===== config.mk =====
export PLATFORM = sky130hd
export DESIGN_NAME = half_block_ansi_cell_encoder_unit
export DESIGN_NICKNAME = d
export VERILOG_FILES = /design/src/rtl/hbae_pkg.sv /design/src/rtl/hbae_front.sv /design/src/rtl/hbae_queue.sv /design/src/rtl/hbae_back.sv /design/src/rtl/half_block_ansi_cell_encoder_unit.sv
export SDC_FILE = /design/constraint.sdc
export NUM_CORES = 1
export LEC_CHECK = 0
export ABC_AREA = 1
export BUFFER_PORTS_ARGS = -buffer_cell sky130_fd_sc_hd__buf_2
export CAP_MARGIN = 20
export CORE_ASPECT_RATIO = 1.4
export CORE_MARGIN = 10
export CORE_UTILIZATION = 60
export CTS_CLUSTER_SIZE = 30
export DETAILED_ROUTE_END_ITERATION = 7
export PLACE_DENSITY = 0.84
export SLEW_MARGIN = 30
export SYNTH_ARGS = -nofsm -noshare
export SYNTH_HDL_FRONTEND = slang
export SYNTH_SLANG_ARGS = --single-unit

===== constraint.sdc =====
create_clock -name clk -period 7.2 [get_ports clk]
set_clock_uncertainty 0.15 [all_clocks]
set_input_delay 0.36 -clock clk [delete_from_list [all_inputs] [get_ports clk]]
set_output_delay 0.36 -clock clk [all_outputs]
set_load 0.02 [all_outputs]

===== src/rtl/hbae_pkg.sv =====
// ----------------------------------------------------------------------------
// hbae_pkg: shared types, constants and byte functions
// Slot layout of one cell, decimal conversion and slot-to-byte mapping used
// by the front (keep mask) and the back (byte generation).
// ----------------------------------------------------------------------------
package hbae_pkg;

	// Queue between front and back
	localparam int QUEUE_DEPTH = 2;

	// Fixed slot layout of one cell, unused slots are masked off
	localparam int CELL_SLOTS = 54;
	localparam int SLOT_W     = 6;
	localparam int COLOR_LEN  = 19;
	localparam int P_HOME     = 0;
	localparam int P_FG       = 3;
	localparam int P_BG       = 22;
	localparam int P_HALF     = 41;
	localparam int P_ROW      = 44;
	localparam int P_FEND     = 50;

	// Offsets inside one color escape
	localparam int C_DIGITS   = 7;
	localparam int C_LAST     = 18;

	// Byte codes
	localparam logic [7:0] CH_ESC   = 8'h1B;
	localparam logic [7:0] CH_LBR   = 8'h5B;
	localparam logic [7:0] CH_H     = 8'h48;
	localparam logic [7:0] CH_SEMI  = 8'h3B;
	localparam logic [7:0] CH_M     = 8'h6D;
	localparam logic [7:0] CH_ZERO  = 8'h30;
	localparam logic [7:0] CH_TWO   = 8'h32;
	localparam logic [7:0] CH_THREE = 8'h33;
	localparam logic [7:0] CH_FOUR  = 8'h34;
	localparam logic [7:0] CH_EIGHT = 8'h38;
	localparam logic [7:0] CH_CR    = 8'h0D;
	localparam logic [7:0] CH_LF    = 8'h0A;
	localparam logic [7:0] CH_HB0   = 8'hE2;
	localparam logic [7:0] CH_HB1   = 8'h96;
	localparam logic [7:0] CH_HB2   = 8'h80;

	typedef struct packed {
		logic [3:0] hun;
		logic [3:0] ten;
		logic [3:0] one;
	} dec_t;

	typedef dec_t [2:0] color_dec_t;  // [2] red, [1] green, [0] blue

	typedef struct packed {
		logic [CELL_SLOTS-1:0] keep;
		color_dec_t            fg;
		color_dec_t            bg;
	} cmd_t;

	// 8-bit value to three decimal digits by reciprocal multiply
	function automatic dec_t to_dec(input logic [7:0] v);
		logic [13:0] ph;
		logic [7:0]  hund;
		logic [7:0]  r;
		logic [14:0] pt;
		logic [3:0]  t;
		logic [6:0]  tens;
		logic [6:0]  o;
		dec_t        d;
		ph   = {6'd0, v} * 14'd41;
		hund = 8'd100 * {6'd0, ph[13:12]};
		r    = v - hund;
		pt   = {8'd0, r[6:0]} * 15'd205;
		t    = pt[14:11];
		tens = {3'd0, t} * 7'd10;
		o    = r[6:0] - tens;
		d.hun = {2'd0, ph[13:12]};
		d.ten = t;
		d.one = o[3:0];
		return d;
	endfunction

	// Which slots of one color escape are sent
	function automatic logic [COLOR_LEN-1:0] color_keep(input logic send,
			input color_dec_t c);
		logic [COLOR_LEN-1:0] k;
		k = {COLOR_LEN{send}};
		for (int i = 0; i < 3; i++) begin
			k[C_DIGITS + 4*i]     = send && (c[2-i].hun != 4'd0);
			k[C_DIGITS + 4*i + 1] = send && (c[2-i].hun != 4'd0 || c[2-i].ten != 4'd0);
		end
		return k;
	endfunction

	// Byte at one offset of a color escape
	function automatic logic [7:0] color_byte(input logic [4:0] off,
			input logic [7:0] kind, input color_dec_t c);
		logic [4:0] rel;
		logic [3:0] dig;
		logic [7:0] b;
		rel = off - 5'(C_DIGITS);
		dig = 4'd0;
		case (rel[3:2])
			2'd0:    dig = (rel[1:0] == 2'd0) ? c[2].hun : (rel[1:0] == 2'd1) ? c[2].ten : c[2].one;
			2'd1:    dig = (rel[1:0] == 2'd0) ? c[1].hun : (rel[1:0] == 2'd1) ? c[1].ten : c[1].one;
			default: dig = (rel[1:0] == 2'd0) ? c[0].hun : (rel[1:0] == 2'd1) ? c[0].ten : c[0].one;
		endcase
		case (off)
			5'd0:    b = CH_ESC;
			5'd1:    b = CH_LBR;
			5'd2:    b = kind;
			5'd3:    b = CH_EIGHT;
			5'd4:    b = CH_SEMI;
			5'd5:    b = CH_TWO;
			5'd6:    b = CH_SEMI;
			5'(C_LAST): b = CH_M;
			default: b = (rel[1:0] == 2'd3) ? CH_SEMI : (CH_ZERO + {4'd0, dig});
		endcase
		return b;
	endfunction

	// Byte at one slot of the cell
	function automatic logic [7:0] slot_byte(input logic [SLOT_W-1:0] pos,
			input color_dec_t fg, input color_dec_t bg);
		logic [SLOT_W-1:0] fo;
		logic [SLOT_W-1:0] bo;
		logic [7:0]        b;
		fo = pos - SLOT_W'(P_FG);
		bo = pos - SLOT_W'(P_BG);
		if (pos < SLOT_W'(P_FG)) begin
			b = (pos == SLOT_W'(P_HOME)) ? CH_ESC :
				(pos == SLOT_W'(P_HOME + 1)) ? CH_LBR : CH_H;
		end else if (pos < SLOT_W'(P_BG)) begin
			b = color_byte(fo[4:0], CH_THREE, fg);
		end else if (pos < SLOT_W'(P_HALF)) begin
			b = color_byte(bo[4:0], CH_FOUR, bg);
		end else begin
			case (pos)
				SLOT_W'(P_HALF):     b = CH_HB0;
				SLOT_W'(P_HALF + 1): b = CH_HB1;
				SLOT_W'(P_HALF + 2): b = CH_HB2;
				SLOT_W'(P_ROW):      b = CH_ESC;
				SLOT_W'(P_ROW + 1):  b = CH_LBR;
				SLOT_W'(P_ROW + 2):  b = CH_ZERO;
				SLOT_W'(P_ROW + 3):  b = CH_M;
				SLOT_W'(P_ROW + 4):  b = CH_CR;
				SLOT_W'(P_ROW + 5):  b = CH_LF;
				SLOT_W'(P_FEND):     b = CH_ESC;
				SLOT_W'(P_FEND + 1): b = CH_LBR;
				SLOT_W'(P_FEND + 2): b = CH_ZERO;
				default:             b = CH_M;
			endcase
		end
		return b;
	endfunction

endpackage


===== src/rtl/hbae_front.sv =====
// ----------------------------------------------------------------------------
// hbae_front: cell intake and classification
// Tracks the last colors sent, decides which escapes a cell needs and builds
// its slot mask and decimal digits for the queue.
// ----------------------------------------------------------------------------
module hbae_front (
	input  logic              clk,
	input  logic              arst_n,
	input  logic              in_valid,
	output logic              in_stall,
	input  logic [7:0]        top_red,
	input  logic [7:0]        top_green,
	input  logic [7:0]        top_blue,
	input  logic [7:0]        bottom_red,
	input  logic [7:0]        bottom_green,
	input  logic [7:0]        bottom_blue,
	input  logic              frame_start,
	input  logic              row_end,
	input  logic              frame_end,
	input  logic              q_full,
	output logic              q_push,
	output hbae_pkg::cmd_t    q_cmd
);
	import hbae_pkg::*;

	logic [23:0] fore_color_q;
	logic        fore_valid_q;
	logic [23:0] back_color_q;
	logic        back_valid_q;

	logic [23:0] fg;
	logic [23:0] bg;
	logic        fg_send;
	logic        bg_send;
	color_dec_t  fg_dec;
	color_dec_t  bg_dec;

	assign fg = {top_red, top_green, top_blue};
	assign bg = {bottom_red, bottom_green, bottom_blue};

	assign fg_send = frame_start || !fore_valid_q || (fore_color_q != fg);
	assign bg_send = frame_start || !back_valid_q || (back_color_q != bg);

	assign fg_dec = {to_dec(top_red), to_dec(top_green), to_dec(top_blue)};
	assign bg_dec = {to_dec(bottom_red), to_dec(bottom_green), to_dec(bottom_blue)};

	assign in_stall = q_full;
	assign q_push   = in_valid && !q_full;

	always_comb begin
		q_cmd.keep = '0;
		q_cmd.keep[P_HOME +: 3]        = {3{frame_start}};
		q_cmd.keep[P_FG +: COLOR_LEN]  = color_keep(fg_send, fg_dec);
		q_cmd.keep[P_BG +: COLOR_LEN]  = color_keep(bg_send, bg_dec);
		q_cmd.keep[P_HALF +: 3]        = 3'b111;
		q_cmd.keep[P_ROW +: 6]         = {6{row_end}};
		q_cmd.keep[P_FEND +: 4]        = {4{frame_end}};
		q_cmd.fg = fg_dec;
		q_cmd.bg = bg_dec;
	end

	// Both resets drop the terminal colors
	always_ff @(posedge clk or negedge arst_n) begin
		if (!arst_n) begin
			fore_color_q <= '0;
			fore_valid_q <= 1'b0;
			back_color_q <= '0;
			back_valid_q <= 1'b0;
		end else if (q_push) begin
			fore_color_q <= fg;
			back_color_q <= bg;
			fore_valid_q <= !(row_end || frame_end);
			back_valid_q <= !(row_end || frame_end);
		end
	end

endmodule


===== src/rtl/hbae_queue.sv =====
// ----------------------------------------------------------------------------
// hbae_queue: command queue between front and back
// Small register FIFO; push and pop may happen in the same cycle.
// ----------------------------------------------------------------------------
module hbae_queue #(
	parameter int DEPTH = hbae_pkg::QUEUE_DEPTH
) (
	input  logic           clk,
	input  logic           arst_n,
	input  logic           push,
	input  hbae_pkg::cmd_t wr_cmd,
	output logic           full,
	input  logic           pop,
	output logic           not_empty,
	output hbae_pkg::cmd_t rd_cmd
);
	import hbae_pkg::*;

	localparam int AW = (DEPTH > 1) ? $clog2(DEPTH) : 1;
	localparam int CW = $clog2(DEPTH + 1);

	cmd_t          mem_q [DEPTH];
	logic [AW-1:0] wr_ptr_q;
	logic [AW-1:0] rd_ptr_q;
	logic [CW-1:0] count_q;

	assign full      = (count_q == CW'(DEPTH));
	assign not_empty = (count_q != '0);
	assign rd_cmd    = mem_q[rd_ptr_q];

	always_ff @(posedge clk) begin
		if (push) begin
			mem_q[wr_ptr_q] <= wr_cmd;
		end
	end

	always_ff @(posedge clk or negedge arst_n) begin
		if (!arst_n) begin
			wr_ptr_q <= '0;
			rd_ptr_q <= '0;
			count_q  <= '0;
		end else begin
			if (push) begin
				wr_ptr_q <= (wr_ptr_q == AW'(DEPTH - 1)) ? '0 : wr_ptr_q + 1'b1;
			end
			if (pop) begin
				rd_ptr_q <= (rd_ptr_q == AW'(DEPTH - 1)) ? '0 : rd_ptr_q + 1'b1;
			end
			if (push && !pop) begin
				count_q <= count_q + 1'b1;
			end else if (pop && !push) begin
				count_q <= count_q - 1'b1;
			end
		end
	end

endmodule


===== src/rtl/hbae_back.sv =====
// ----------------------------------------------------------------------------
// hbae_back: byte sequencer
// Walks the kept slots of the current cell lowest first, one byte per beat,
// into an output register; the next cell is loaded with the final byte.
// ----------------------------------------------------------------------------
module hbae_back (
	input  logic           clk,
	input  logic           arst_n,
	input  logic           q_not_empty,
	input  hbae_pkg::cmd_t q_cmd,
	output logic           q_pop,
	output logic           out_valid,
	input  logic           out_stall,
	output logic [7:0]     out_byte,
	output logic           last_byte
);
	import hbae_pkg::*;

	logic [CELL_SLOTS-1:0] rem_q;
	color_dec_t            fg_q;
	color_dec_t            bg_q;
	logic                  out_valid_q;
	logic [7:0]            out_byte_q;
	logic                  last_q;

	logic [CELL_SLOTS-1:0] rem_nx;
	logic [SLOT_W-1:0]     pos;
	logic                  adv;
	logic                  fin;

	// lowest kept slot
	always_comb begin
		pos = '0;
		for (int i = CELL_SLOTS - 1; i >= 0; i--) begin
			if (rem_q[i]) begin
				pos = SLOT_W'(i);
			end
		end
	end

	assign rem_nx = rem_q & (rem_q - 1'b1);
	assign fin    = (rem_nx == '0);
	assign adv    = (rem_q != '0) && (!out_valid_q || !out_stall);
	assign q_pop  = q_not_empty && ((rem_q == '0) || (adv && fin));

	always_ff @(posedge clk) begin
		if (q_pop) begin
			fg_q <= q_cmd.fg;
			bg_q <= q_cmd.bg;
		end
		if (adv) begin
			out_byte_q <= slot_byte(pos, fg_q, bg_q);
			last_q     <= fin;
		end
	end

	always_ff @(posedge clk or negedge arst_n) begin
		if (!arst_n) begin
			rem_q       <= '0;
			out_valid_q <= 1'b0;
		end else begin
			if (q_pop) begin
				rem_q <= q_cmd.keep;
			end else if (adv) begin
				rem_q <= rem_nx;
			end
			if (adv) begin
				out_valid_q <= 1'b1;
			end else if (!out_stall) begin
				out_valid_q <= 1'b0;
			end
		end
	end

	assign out_valid = out_valid_q;
	assign out_byte  = out_byte_q;
	assign last_byte = last_q;

endmodule


===== src/rtl/half_block_ansi_cell_encoder_unit.sv =====
// ----------------------------------------------------------------------------
// half_block_ansi_cell_encoder_unit: true-color half-block cell encoder
// A cell passes the queue, the slot mask register and the output register.
// Throughput: one output byte per cycle while out_stall is low; a cell is
//   3 to 54 bytes long (up to 44 with home and both colors changed).
// The output byte register sets the rate; cells queue up behind it.
// Reset: asynchronous, clears color memory (no color valid), queue, output.
// ----------------------------------------------------------------------------
module half_block_ansi_cell_encoder_unit #(
	parameter int QUEUE_DEPTH = hbae_pkg::QUEUE_DEPTH
) (
	input  logic       clk,
	input  logic       arst_n,
	// cell input channel
	input  logic       in_valid,
	output logic       in_stall,
	input  logic [7:0] top_red,
	input  logic [7:0] top_green,
	input  logic [7:0] top_blue,
	input  logic [7:0] bottom_red,
	input  logic [7:0] bottom_green,
	input  logic [7:0] bottom_blue,
	input  logic       frame_start,
	input  logic       row_end,
	input  logic       frame_end,
	// byte output channel
	output logic       out_valid,
	input  logic       out_stall,
	output logic [7:0] out_byte,
	output logic       last_byte
);
	import hbae_pkg::*;

	// Front to queue
	logic q_push;
	logic q_full;
	cmd_t q_wr_cmd;

	// Queue to back
	logic q_pop;
	logic q_not_empty;
	cmd_t q_rd_cmd;

	// Front: compares each cell against the last colors sent and turns it into
	// a slot mask over the fixed 54-slot layout (home, fg escape, bg escape,
	// half block, row reset, frame reset) plus the decimal digits of both
	// colors. Leading-zero digits simply drop out of the mask. A cell is taken
	// whenever the queue has room, so the front never waits on output beats.
	hbae_front u_front (
		.clk          (clk),
		.arst_n       (arst_n),
		.in_valid     (in_valid),
		.in_stall     (in_stall),
		.top_red      (top_red),
		.top_green    (top_green),
		.top_blue     (top_blue),
		.bottom_red   (bottom_red),
		.bottom_green (bottom_green),
		.bottom_blue  (bottom_blue),
		.frame_start  (frame_start),
		.row_end      (row_end),
		.frame_end    (frame_end),
		.q_full       (q_full),
		.q_push       (q_push),
		.q_cmd        (q_wr_cmd)
	);

	// Decouples cell intake from byte output
	hbae_queue #(
		.DEPTH (QUEUE_DEPTH)
	) u_queue (
		.clk       (clk),
		.arst_n    (arst_n),
		.push      (q_push),
		.wr_cmd    (q_wr_cmd),
		.full      (q_full),
		.pop       (q_pop),
		.not_empty (q_not_empty),
		.rd_cmd    (q_rd_cmd)
	);

	// Back: emits the kept slots in order, one beat per cycle while out_stall
	// is low; the next cell is pulled from the queue in the same cycle as the
	// final byte, so consecutive queued cells stream without a gap.
	hbae_back u_back (
		.clk         (clk),
		.arst_n      (arst_n),
		.q_not_empty (q_not_empty),
		.q_cmd       (q_rd_cmd),
		.q_pop       (q_pop),
		.out_valid   (out_valid),
		.out_stall   (out_stall),
		.out_byte    (out_byte),
		.last_byte   (last_byte)
	);

endmodule


# Word level (Yosys, flattened, before mapping)

Memory sizes are Yosys's and may differ from the RTL's.
Cells that the tools add are included.

Word-level logic and storage cells: 278
Bits in read-only memories: 0
Bits in latches: 0
Memories kept: 1
Output and inout port bits: 11
Memory bits (writable): 222
Register bits: 189

Bitwise logic cells: 1
Muxes and demuxes: 95
Reduce and logical (&&, ||, !) cells: 67
Shift operators: 0
$mul: 24
Magnitude comparators: 3
Add/sub/neg operators: 23
Div/mod/pow operators: 0
Equality and inequality tests: 36

Memories:

| name          | words | bits a word | read ports | clocked after memory_dff | wr ports | RTL line         | text |
|---|---|---|---|---|---|---|---|
| u_queue.mem_q | 2     | 111         | 1          | 0                        | 1        | hbae_queue.sv:22 | `cmd_t mem_q [DEPTH];` |

Operators by type and width:

| kind                                                                 | count |
|---|---|
| 6-bit 2-to-1 mux                                                     | 54 |
| 8-bit one-hot mux with 7 select lines                                | 2 |
| 54-bit zero test                                                     | 2 |
| 54-bit 2-to-1 mux                                                    | 2 |
| 7-bit by 8-bit multiplier with 15-bit output, second input constant  | 6 |
| 8-bit by 6-bit multiplier with 14-bit output, second input constant  | 6 |
| 4-bit 2-to-1 mux                                                     | 19 |
| 6-bit == test, second input constant                                 | 11 |
| 8-bit one-hot mux with 8 select lines                                | 1 |
| 54-bit bitwise AND                                                   | 1 |
| 54-bit nonzero test                                                  | 1 |
| 54-bit by 1-bit subtractor with 54-bit output, second input constant | 1 |
| 8-bit 2-to-1 mux                                                     | 6 |
| 24-bit != test                                                       | 2 |
| 4-bit nonzero test                                                   | 12 |
| 7-bit subtractor                                                     | 6 |
| 5-bit by 3-bit == test with 1-bit output, second input constant      | 6 |
| 5-bit by 2-bit multiplier with 5-bit output, first input constant    | 6 |
| 4-bit by 3-bit multiplier with 3-bit output, second input constant   | 6 |
| 4-bit subtractor                                                     | 6 |
| 5-bit by 2-bit == test with 1-bit output, second input constant      | 4 |
| 1-bit logical AND                                                    | 18 |
| 4-bit one-hot mux with 2 select lines                                | 2 |
| 6-bit by 4-bit adder with 7-bit output, first input constant         | 2 |
| other kinds (25)                                                     | 67 |

# Logic depth before layout (Yosys ltp)

Gate-level depths: netlist of run 1.

Word-level depth: 70
Depth in mapped cells: 70
Mapped depth without buffers: 69

# Cells and area by module

Synthesis of run 1 repeated with hierarchy kept, for this count alone.

Cells, all modules: 2884
Area total of the unflattened synthesis: 29698.5 sq um

Modules (own cells, without submodules):

| module     | cells each | sequential area each (sq um) | area an instance (sq um) | instances |
|---|---|---|---|---|
| hbae_front | 1476       | 1226.2                       | 12414.4                  | 1 |
| hbae_queue | 417        | 7667.4                       | 9406.5                   | 1 |
| hbae_back  | 991        | 3808.7                       | 7877.6                   | 1 |

# Worst setup path after synthesis of run 1

No wires, ideal clock.

Path type: input to register
From: input bottom_red[1]
To: memory u_queue.mem_q[0][23] (netlist bit) (data pin)
Arrival: 6.690 ns
Stages on the path: 35
Library setup time: 0.265 ns
Slack: 0.096 ns
Path buffers: 0
Path through: ha_1 -> inv_1 -> fa_1 -> inv_1 -> ha_1 -> ha_1 -> nand3_1 -> o21bai_1 -> a21oi_1 -> o221ai_1 -> a21o_1 -> xor2_1 -> inv_1 -> fa_1 -> nand2_1 -> a21oi_1 -> xor2_1 -> ha_1 -> ha_1 -> inv_1 -> fa_1 -> inv_1 -> fa_1 -> ha_1 -> nand2_1 -> nor2_1 -> nor2_1 -> o221ai_1 -> xor2_1 -> inv_1 -> ha_1 -> inv_1 -> fa_1 -> xnor2_1 -> xor2_1

RTL lines:

| what            | RTL line                                | text |
|---|---|---|
| start, declared | half_block_ansi_cell_encoder_unit.sv:20 | `input logic [7:0] bottom_red,` |
| end, declared   | hbae_queue.sv:22                        |  |

==> summary.md, run 1 <==
| Metric | Value |
|---|---|
| Max Freq | `137 MHz` |
| Worst-path clk slew | `60 ps` |
| Core Area | `0.0411 mm²` |
| Sw frac | `0.422` |
| H-tree depth | `2` |
| Count of state elements after synthesis | `331` |
| Tightest Pin Transition | `1090 ps` |
| CTS tree | `done` |
| GRT overflow | `0` |
| Combinational share of power | `0.694` |
| Chip Height | `261 µm` |
| Hold depth | `3` |
| Distinct cells, synth | `63` |
| Arrival @ worst endpoint | `7420 ps` |
| Synthesis Warnings | `0` |
| Register area share after synthesis | `0.379` |
| Filler cells | `2,704` |
| DRT Pass-1 Iters | `5` |
| First-pass GRT wire length | `98,000 µm` |
| Final Hold Fails | `0` |
| Met3 WL | `3300 µm` |
| Status | `finished, violations left` |
| P_leak | `14.3 nW` |
| CP required | `7320 ps` |
| Crit path max fanout | `3` |
| Max_cap viols | `0` |
| Clk pwr share | `0.116` |
| R2R depth | `65` |
| GRT Util Overall | `0.238` |
| Initial antenna violation count | `1` |
| CTS root buf | `clkbuf_16` |
| Initial core utilization | `0.604` |
| Num CTS Buffers | `35` |
| WL met1 | `23,400 µm` |
| WL final | `63,000 µm` |
| Slew HR | `0.261` |
| VDD IR-drop max | `0.477 mV` |
| # IOs | `66` |
| CP Buf/Inv Count | `11` |
| Cell family with most CP delay | `adder cells` |
| Async SR Flop Fraction | `0.326` |
| Placer Congestion | `0.959` |
| Reg-to-Reg Start | `u_back.rem_q[52]` |
| Clk sink count | `331` |
| Post-route DRC violation count | `0` |
| Max-slew violation count | `0` |
| Number of global-route vias before repair | `20,900` |
| Ys flop type | `edfxtp_1` |
| Share of layout cells above drive strength 1 | `0.182` |
| Utilization after layout | `0.715` |
| Critical Path Start | `top_blue[1]` |
| Drt via density | `5.68` |
| Fin crit period | `7300 ps` |
| Hold_sp | `top_blue[7]` |
| Avg Inst Size Synth | `9.29 µm²` |
| Final worst slack | `-102 ps` |
| Number of diodes | `0` |
| Row count | `88` |
| Place WS | `-692 ps` |
| Met2 wire len | `33,800 µm` |
| Crit-path slowest cell | `fa_1` |
| Pin count of the biggest net entering global routing | `95` |
| Top sig layer | `met5` |
| Period utilization | `1.01` |
| Mapped cell area | `0.0248 mm²` |
| Pwr dens | `554 mW/mm²` |
| Max Buffers Root-to-Sink | `3` |
| Critical path type | `input pin to register` |
| Setup crit end kind | `register` |
| CP Depth | `34` |
| IO buf count | `65` |
| CP Launch Type | `input pin` |
| DR iter-0 viols | `1,598` |
| Total die area | `0.0500 mm²` |
| Die width | `192 µm` |
| HPWL after detailed placement | `44,400 µm` |
| HP Class | `input pin to register` |
| Finish-stage setup viols | `4` |
| Synth Instances | `2,669` |
| Nets | `3,474` |
| Internal power | `9.40 mW` |
| Syn_nets | `3,200` |
| Flop pwr share | `0.190` |
| Skew-Pair Late Insertion Delay | `530 ps` |
| Vias post-DR | `20,000` |
| Failing checks | `negative setup slack` |
| Switch Pwr | `6.87 mW` |
| Antenna viol nets, final | `0` |
| WL/cell | `17.9 µm` |
| Slowest stage delay, CP | `510 ps` |
| Area Overhead vs Synth | `18.4%` |
| Post-synth EDFFs | `223` |
==> cells in the mapped netlist, drive strengths merged, types with 7 or more instances <==
| library cell | count | area share |
|---|---|---|
| o211ai | 8 | 0.0024 |
| xnor2 | 35 | 0.012 |
| o21ai | 107 | 0.022 |
| a22oi | 33 | 0.010 |
| a21oi | 74 | 0.016 |
| nor2 | 206 | 0.033 |
| nor4 | 11 | 0.0030 |
| xor2 | 82 | 0.029 |
| a21o | 18 | 0.0054 |
| nand3 | 64 | 0.014 |
| fa | 72 | 0.058 |
| ha | 404 | 0.20 |
| buf | 10 | 0.0036 |
| inv | 455 | 0.069 |
| clkbuf | 33 | 0.0050 |
| nand4 | 44 | 0.011 |
| o21bai | 8 | 0.0024 |
| or2 | 15 | 0.0038 |
| o31ai | 7 | 0.0031 |
| edfxtp | 223 | 0.27 |
| nor3 | 22 | 0.0044 |
| o221ai | 9 | 0.0032 |
| dfrtp | 108 | 0.11 |
| o41ai | 7 | 0.0028 |
| nand2 | 554 | 0.085 |
| nand3b | 10 | 0.0030 |
==> worst paths after layout <==
check | endpoint | slack [ps]
max reg2reg | u_back.out_byte[3] | 940
min reg2reg | u_front.back_color_q[16] | 350
min in group asynchronous | u_back.rem_q[47] | 210
max | u_queue.mem_q[1][79] | -100
min | u_front.fore_color_q[7] | 30
max in group asynchronous | u_front.fore_color_q[11] | 5610
==> tightest hold or removal path: stages <==
cell,delay (ps)
buf_2,110
inv_1,90
o21ai_0,90
==> cells in the final DEF (no fill, tap or decap), drive strengths merged, types with 33 or more instances in the layout <==
cell type	instances
nand2	554
inv	458
ha	404
buf	274
edfxtp	223
nor2	206
dfrtp	108
o21ai	107
xor2	82
a21oi	74
fa	72
nand3	64
nand4	44
clkbuf	44
xnor2	35
a22oi	33
==> layout make-up <==
cell class	count	area, µm²	area share
multi-input combinational	1835	14400	0.490
sequential	331	9400	0.320
timing repair buffer	280	1980	0.0675
inverter	460	1730	0.0589
clock buffer	44	972	0.0331
tap	540	676	0.0230
clock inverter	20	228	0.00776
==> sequential cells by signal (all words and copies together) (netlist names), 2 cells and up <==
register,cells
u_back.bg_q,30
u_back.fg_q,30
u_back.out_byte,8
u_back.rem_q,54
u_front.back_color_q,24
u_front.fore_color_q,24
u_queue.count_q,2
u_queue.mem_q,154
==> timing repair <==
| item | CTS | global route |
|---|---|---|
| endpoints found under the setup margin | 16 | 46 |
| pin swaps | 8 | 120 |
| gates resized for setup | 16 | 150 |
| buffers inserted | 4 | 25 |
| hold buffers | 6 | 0 |
| endpoints found under the hold margin | 51 | 0 |
| cloned | 0 | 0 |
==> power groups by stage <==
stage	sequential (mW)	clock [mW]	combinational, mW
CTS	3.09	1.90	9.64
global route	3.09	1.98	12.5
floorplan	3.13	0	5.74
detailed placement	3.13	0	9.16
global placement	3.13	0	8.44
finish	3.09	1.89	11.3
==> kinds of logic (layout without fill, tap and decap cells) <==
| logic type | count (synthesis) | after routing | share of synthesized area |
|---|---|---|---|
| adder cells (fa/ha/maj) | 476 | 476 | 0.262 |
| multiplexers | 5 | 5 | 0.00212 |
| AO/OA/AOI/OAI | 305 | 305 | 0.0781 |
| buffers and inverters | 503 | 804 | 0.0784 |
| XOR/XNOR | 117 | 117 | 0.0413 |
| flip-flops | 331 | 331 | 0.379 |
| AND/OR/NAND/NOR | 932 | 932 | 0.159 |
==> stage by stage <==
step	total power, mW	TNS [ps]	std cells	area (µm²)	hold WS [ps]
5_1_grt	17.5	-3200	3510	29400	66.4
3_5_place_dp	12.3	-23520	3411	27000	249
3_3_place_gp	11.6	-8500	3411	27000	243
4_1_cts	14.6	0	3485	28400	9.32
2_1_floorplan	8.87	0	2669	24800	-85.6
6_report	16.3	-387	3510	29400	29.1
==> per-layer routing <==
layer | up-vias | track usage
met5 | - | 0
met4 | 2 | 0.102
met3 | 177 | 0.0295
met2 | 737 | 0.440
met1 | 9625 | 0.269
li1 | 9409 | -
Power figures use the tool's default switching activity.
==> run 2: changes to the inputs <==
--- a/config.mk
+++ b/config.mk
@@ -6,14 +6,14 @@
 export NUM_CORES = 1
 export LEC_CHECK = 0
 export ABC_AREA = 1
-export BUFFER_PORTS_ARGS = -buffer_cell sky130_fd_sc_hd__buf_2
 export CAP_MARGIN = 20
 export CORE_ASPECT_RATIO = 1.4
 export CORE_MARGIN = 10
-export CORE_UTILIZATION = 60
+export CORE_UTILIZATION = 50
 export CTS_CLUSTER_SIZE = 30
 export DETAILED_ROUTE_END_ITERATION = 7
-export PLACE_DENSITY = 0.84
+export DONT_BUFFER_PORTS = 1
+export PLACE_DENSITY = 0.72
 export SLEW_MARGIN = 30
 export SYNTH_ARGS = -nofsm -noshare
 export SYNTH_HDL_FRONTEND = slang
==> run 2 against run 1 <==
The run now ends clean. Critical endpoint is now u_queue.mem_q[0][53]. Power shrank 9.6%. Fmax is 3.6% higher. Non-clock buffer count is 87 lower. Largest cell class unchanged. Clock-buffer cell count unchanged. Setup slack better by 250 ps.
==> summary.md, run 2 (synthesis gave the netlist of run 1 again) <==
| Metric | Value |
|---|---|
| Skew-Pair Late Insertion Delay | `550 ps (+20 ps)` |
| Final Hold Fails | `0 (unchanged)` |
| WL final | `59,000 µm (-6.3%)` |
| Final hold slack | `21.8 ps (-7.36 ps)` |
| Final TNS setup | `0 ps (+387 ps)` |
| HP Class | `input pin to register` |
| Crit path max fanout | `4 (+1)` |
| Row count | `96 (+9.1%)` |
| Largest registers | `u_queue.mem_q (154), u_back.rem_q (54)` |
| Antenna viol nets, final | `0 (unchanged)` |
| Share of layout cells above drive strength 1 | `0.115 (-0.0667)` |
| WL/cell | `16.8 µm (-6.5%)` |
| Tightest Pin Transition | `951 ps (-142 ps)` |
| Design Power | `14.7 mW (-9.6%)` |
| Area Overhead vs Synth | `15.4%` |
| Num CTS Buffers | `36 (+2.9%)` |
| Slowest stage delay, CP | `540 ps (+30 ps)` |
| Critical path type | `input pin to register` |
| Pin count of the biggest net entering global routing | `109 (+15%)` |
| P_leak | `13.9 nW (-3.1%)` |
| Total die area | `0.0590 mm² (+18%)` |
| Vias post-DR | `19,000 (-5.0%)` |
| Placer Congestion | `0.922 (-3.8%)` |
| Chip Height | `284 µm (+8.8%)` |
| M3 GR Usage | `0.0270 (-0.00255)` |
| Max Freq | `142 MHz (+3.6%)` |
| Number of global-route vias before repair | `19,900 (-4.8%)` |
| Max reg flops | `154 (unchanged)` |
| CTS tree | `done` |
| DR iter-0 viols | `966 (-40%)` |
| IO buf count | `0 (-100%)` |
| CTS root buf | `clkbuf_16` |
| VDD IR-drop max | `0.458 mV (-4.0%)` |
| Final worst slack | `151 ps (+253 ps)` |
| H-tree depth | `2 (unchanged)` |
| DRT Pass-1 Iters | `8 (+3)` |
| GRT Util Overall | `0.197 (-0.0416)` |
| Nets | `3,388 (-2.5%)` |
| Grt met2 use | `0.367 (-0.0725)` |
| Filler cells | `4,130 (+53%)` |
| # IOs | `66 (unchanged)` |
| Slew HR | `0.357 (+0.0960)` |
| Max-slew violation count | `0 (unchanged)` |
| Placed cell area | `0.0264 mm² (-2.1%)` |
| Pwr dens | `514 mW/mm² (-7.2%)` |
| Met1 usage | `0.219 (-0.0497)` |
| Die width | `208 µm (+8.5%)` |
| Final instance area | `0.0286 mm² (-2.6%)` |
| Grt peak-use layer | `met2` |
| Status | `finished, final reports clean` |
| Crit-path slowest cell | `fa_1` |
| First-pass GRT wire length | `97,500 µm (-0.46%)` |
| Arrival @ worst endpoint | `7240 ps (-180 ps)` |
| Drt via density | `5.38 (-5.3%)` |
| Post-route DRC violation count | `0 (unchanged)` |
| Number of diodes | `0 (unchanged)` |
| Commonest non-fill, non-tap cell in the layout | `nand2_1` |
| CP Launch Type | `input pin` |
| Place WS | `-507 ps (+184 ps)` |
| Finish-stage setup viols | `0 (-4)` |
| Max_cap viols | `0 (unchanged)` |
| CP required | `7400 ps (+80 ps)` |
| Biggest register | `u_queue.mem_q` |
| Setup crit end kind | `register` |
| Period utilization | `0.979 (-0.0352)` |
| Fin crit period | `7050 ps (-253 ps)` |
| HPWL after detailed placement | `44,000 µm (-0.81%)` |
| Initial core utilization | `0.506 (-0.0978)` |
| Initial antenna violation count | `0 (-1)` |
| GRT overflow | `0 (unchanged)` |
| Max Buffers Root-to-Sink | `3 (unchanged)` |
| Worst-path clk slew | `60 ps (about the same)` |
| Clk sink count | `331 (unchanged)` |
| Core Area | `0.0490 mm² (+19%)` |
| Most frequent cells in the layout | `546 x nand2_1, 433 x inv_1, 393 x ha_1, 223 x edfxtp_1, 193 x nor2_1` |
## run 2: cell count changes in the layout (fill, tap and decap cells not counted), moves of 7 or more
cell / before / now
dlygate4sd3_1: 6 / 51
fa_2: 15 / 8
buf_4: 205 / 139
inv_1: 420 / 433
buf_2: 63 / 0
xor2_1: 59 / 69
xor2_2: 22 / 13
fa_1: 57 / 64
ha_1: 368 / 393
ha_4: 29 / 8
inv_2: 34 / 21
## run 2: layer usage
metal  vias to the layer above  wire length [µm]
met3                       131              2610
li1                       9243                 -
met2                       435             31200
met4                         0              2210
met5                         -                 0
met1                      9142             23100
## run 2: cell type report
class	instances	area, µm²	area share
Clock inverter	21	218	0.00761
Timing Repair Buffer	193	1640	0.0572
Sequential cell	331	9400	0.329
Inverter	460	1730	0.0605
Clock buffer	44	941	0.0329
Multi-Input combinational cell	1835	13900	0.485
Tap cell	637	797	0.0279
## run 2: timing repair
action,4_1_cts,5_1_grt
setup endpoints to repair,0,36
hold buffers,52,0
hold endpoints to repair,174,0
buffers inserted,0,13
gates resized for setup,0,78
## run 2: worst max-delay path, delay by kind of cell
family | cells | cell delay, ps
adders and majority gates | 12 | 3870
AOI/OAI and AO/OA | 5 | 690
buffers and inverters | 8 | 700
xor gates and xnor gates | 6 | 1260
and+or+nand+nor | 4 | 350
## run 2: per-stage QoR
step,util,instances
after floorplan,-,2669
after global placement,0.538,3389
after detailed placement,0.539,3391
after CTS,0.574,3508
after global routing,0.584,3521
final,0.584,3521
## run 2: final timing paths
kind | start | slack, ps | cells after the start | to
worst min register to register | u_front.fore_valid_q | 350 | 2 | u_front.fore_valid_q
worst min-delay path | bottom_blue[7] | 20 | 3 | u_front.back_color_q[7]
worst max-delay path | top_red[2] | 150 | 35 | u_queue.mem_q[0][53]
max in group asynchronous | arst_n | 6130 | 2 | u_front.fore_color_q[13]
worst max register to register | u_back.rem_q[52] | 800 | 65 | u_back.out_byte[3]
min in group asynchronous | arst_n | 290 | 2 | u_back.rem_q[42]
## run 2: power by group
part	switching (mW)	internal, mW	leakage [nW]
sequential	0.0287	3.07	3.30
clock	0.780	1.05	0.544
combinational	5.22	4.57	10.1
total	6.02	8.69	13.9
==> run 3: changes to the inputs <==
--- a/config.mk
+++ b/config.mk
@@ -9,11 +9,12 @@
 export CAP_MARGIN = 20
 export CORE_ASPECT_RATIO = 1.4
 export CORE_MARGIN = 10
-export CORE_UTILIZATION = 50
+export CORE_UTILIZATION = 56
 export CTS_CLUSTER_SIZE = 30
 export DETAILED_ROUTE_END_ITERATION = 7
 export DONT_BUFFER_PORTS = 1
-export PLACE_DENSITY = 0.72
+export PLACE_DENSITY = 0.78
+export REMOVE_ABC_BUFFERS = 1
 export SLEW_MARGIN = 30
 export SYNTH_ARGS = -nofsm -noshare
 export SYNTH_HDL_FRONTEND = slang
==> run 3 against run 2 <==
Clock-buffer cell count decreased by 4. Die area decreased by 9.8%. Setup slack improved by 45 ps. Highest routed layer unchanged. Register-to-register slack improved by 340 ps. Fmax increased by 0.64%. Worst hold slack improved by 14 ps. Largest power group unchanged. Sequential share of layout area increased by 0.094 points. Clock power increased by 6%. Final cell count decreased by 2.8%. Power increased by 1.9%. Sequential cell count unchanged. First-iteration DRC count increased by 25%.
==> summary.md, run 3 (synthesis gave the netlist of run 1 again) <==
| Metric | Value |
|---|---|
| Placed cell area | `0.0262 mm² (-0.92%)` |
| Biggest register | `u_queue.mem_q` |
| Final TNS setup | `0 ps (unchanged)` |
| Initial antenna violation count | `0 (unchanged)` |
| IO buf count | `0 (unchanged)` |
| Num CTS Buffers | `34 (-5.6%)` |
| Row count | `91 (-5.2%)` |
| Share of layout cells above drive strength 1 | `0.117 (+0.00116)` |
| GRT overflow | `0 (unchanged)` |
| Total die area | `0.0532 mm² (-9.8%)` |
| Crit-path slowest cell | `dlygate4sd3_1` |
| Final instance area | `0.0285 mm² (-0.28%)` |
| Pwr dens | `526 mW/mm² (+2.2%)` |
| Commonest non-fill, non-tap cell in the layout | `nand2_1` |
| Max_cap viols | `0 (unchanged)` |
| CTS root buf | `clkbuf_16` |
| Die width | `198 µm (-5.0%)` |
| Arrival @ worst endpoint | `7120 ps (-120 ps)` |
| Min-Delay Endpoint | `u_front.back_color_q[7]` |
| DRT Pass-1 Iters | `6 (-2)` |
| CP Launch Type | `input pin` |
| Vias post-DR | `19,100 (+0.86%)` |
| # IOs | `66 (unchanged)` |
| Critical path type | `input pin to register` |
| VDD IR-drop max | `0.466 mV (+1.8%)` |
| HPWL after detailed placement | `43,600 µm (-0.87%)` |
| Area Overhead vs Synth | `15.1%` |
| Drt via density | `5.59 (+3.8%)` |
| Post-route DRC violation count | `0 (unchanged)` |
| Most frequent cells in the layout | `548 x nand2_1, 427 x inv_1, 385 x ha_1, 223 x edfxtp_1, 191 x nor2_1` |
| Clk sink count | `331 (unchanged)` |
| Fin crit period | `7000 ps (-45.0 ps)` |
| Antenna viol nets, final | `0 (unchanged)` |
| P_leak | `13.9 nW (-0.37%)` |
| Status | `finished, final reports clean` |
| Tightest Pin Transition | `871 ps (-79.9 ps)` |
| CP required | `7320 ps (-80 ps)` |
| Max-slew violation count | `0 (unchanged)` |
| First-pass GRT wire length | `96,300 µm (-1.3%)` |
| Chip Height | `269 µm (-5.1%)` |
| HP Class | `input pin to register` |
| Final worst slack | `196 ps (+45.0 ps)` |
| Period utilization | `0.973 (-0.00625)` |
| H-tree depth | `2 (unchanged)` |
| Reg-to-Reg Start | `u_back.rem_q[52]` |
| Initial core utilization | `0.564 (+0.0582)` |
| Placer Congestion | `0.940 (+1.9%)` |
| Worst flop-to-flop path endpoint | `u_back.out_byte[3]` |
| Skew-Pair Late Insertion Delay | `540 ps (about the same)` |
| Core Area | `0.0439 mm² (-10%)` |
| Hold depth | `3 (unchanged)` |
| Filler cells | `3,296 (-20%)` |
| Critical Path Most Common Cell | `inv_1` |
| Flop2flop setup slack | `1140 ps (+340 ps)` |
| Number of global-route vias before repair | `19,900 (-0.32%)` |
| CTS tree | `done` |
| DR iter-0 viols | `1,204 (+25%)` |
| Slew HR | `0.419 (+0.0622)` |
| Final Hold Fails | `0 (unchanged)` |
| Max reg flops | `154 (unchanged)` |
| Max Freq | `143 MHz (+0.64%)` |
| Largest registers | `u_queue.mem_q (154), u_back.rem_q (54)` |
| Worst-path clk slew | `60 ps (about the same)` |
| Finish-stage setup viols | `0 (unchanged)` |
| R2R depth | `65 (unchanged)` |
| WL final | `60,100 µm (+1.8%)` |
| Max Buffers Root-to-Sink | `3 (unchanged)` |
| Setup crit end kind | `register` |
| Hold_sp | `bottom_blue[7]` |
| Design Power | `15.0 mW (+1.9%)` |
| Crit path max fanout | `4 (unchanged)` |
| WL/cell | `17.6 µm (+4.7%)` |
| Place WS | `-530 ps (-22.7 ps)` |
| Pin count of the biggest net entering global routing | `109 (unchanged)` |
| Nets | `3,370 (-0.53%)` |
| GRT Util Overall | `0.223 (+0.0259)` |
| Slowest stage delay, CP | `560 ps (+20 ps)` |
| Number of diodes | `0 (unchanged)` |
## run 3: cell count changes in the layout (fill, tap and decap cells not counted), moves of 6 or more
cell / change
inv_2: +6
ha_4: +6
buf_4: -15
inv_1: -6
ha_1: -8
## run 3: metrics by stage
| step | std cells | hold slack (ps) | utilization |
|---|---|---|---|
| final | 3422 | 35.3 | 0.649 |
| after global routing | 3422 | 61.7 | 0.649 |
| after CTS | 3406 | 22.6 | 0.635 |
| after detailed placement | 3294 | -79.2 | 0.595 |
| after global placement | 3293 | -79.0 | 0.595 |
| after floorplan | 2626 | -85.6 | - |
## run 3: critical path, delay by kind of cell
kind | cells | cell delay [ps]
buffers and inverters | 10 | 1250
xor gates and xnor gates | 5 | 870
adders and majority gates | 11 | 3660
AOI/OAI and AO/OA | 6 | 970
## run 3: layer usage
layer	GRT usage	vias up	routed length, µm
li1	-	9201	-
met2	0.418	603	31900
met5	0	-	0
met3	0.0276	162	2830
met4	0.0956	0	2490
met1	0.247	9148	22800
## run 3: layout make-up
class                           instances  area [µm²]  share of cell area
Timing Repair Buffer                  177        1500              0.0525
Clock inverter                         21         289              0.0101
Tap cell                              558         698              0.0245
Multi-Input combinational cell       1835       14000               0.490
Clock buffer                           40         937              0.0328
Inverter                              460        1730              0.0607
Sequential cell                       331        9400               0.329
## run 3: worst max-delay path by stage
| stage | start | endpoint |
|---|---|---|
| after global routing | bottom_red[7] | u_queue.mem_q[1][23] |
| final | bottom_red[7] | u_queue.mem_q[0][23] |
| after floorplan | u_queue.count_q[0] | u_queue.mem_q[1][0] |
| after CTS | top_blue[2] | u_queue.mem_q[1][79] |
| after detailed placement | top_blue[2] | u_queue.mem_q[0][79] |
| after global placement | top_blue[2] | u_queue.mem_q[1][79] |
## run 3: power breakdown
part | leakage, nW | switching [mW] | internal (mW)
combinational | 9.96 | 5.41 | 4.55
clock | 0.591 | 0.756 | 1.19
sequential | 3.30 | 0.0266 | 3.07
total | 13.9 | 6.19 | 8.81
## run 3: timing repair
action / 4_1_cts / 5_1_grt
hold endpoints to repair: 173 / 0
setup endpoints to repair: 0 / 38
gates resized for setup: 0 / 93
hold buffers: 51 / 0
setup buffers: 0 / 16
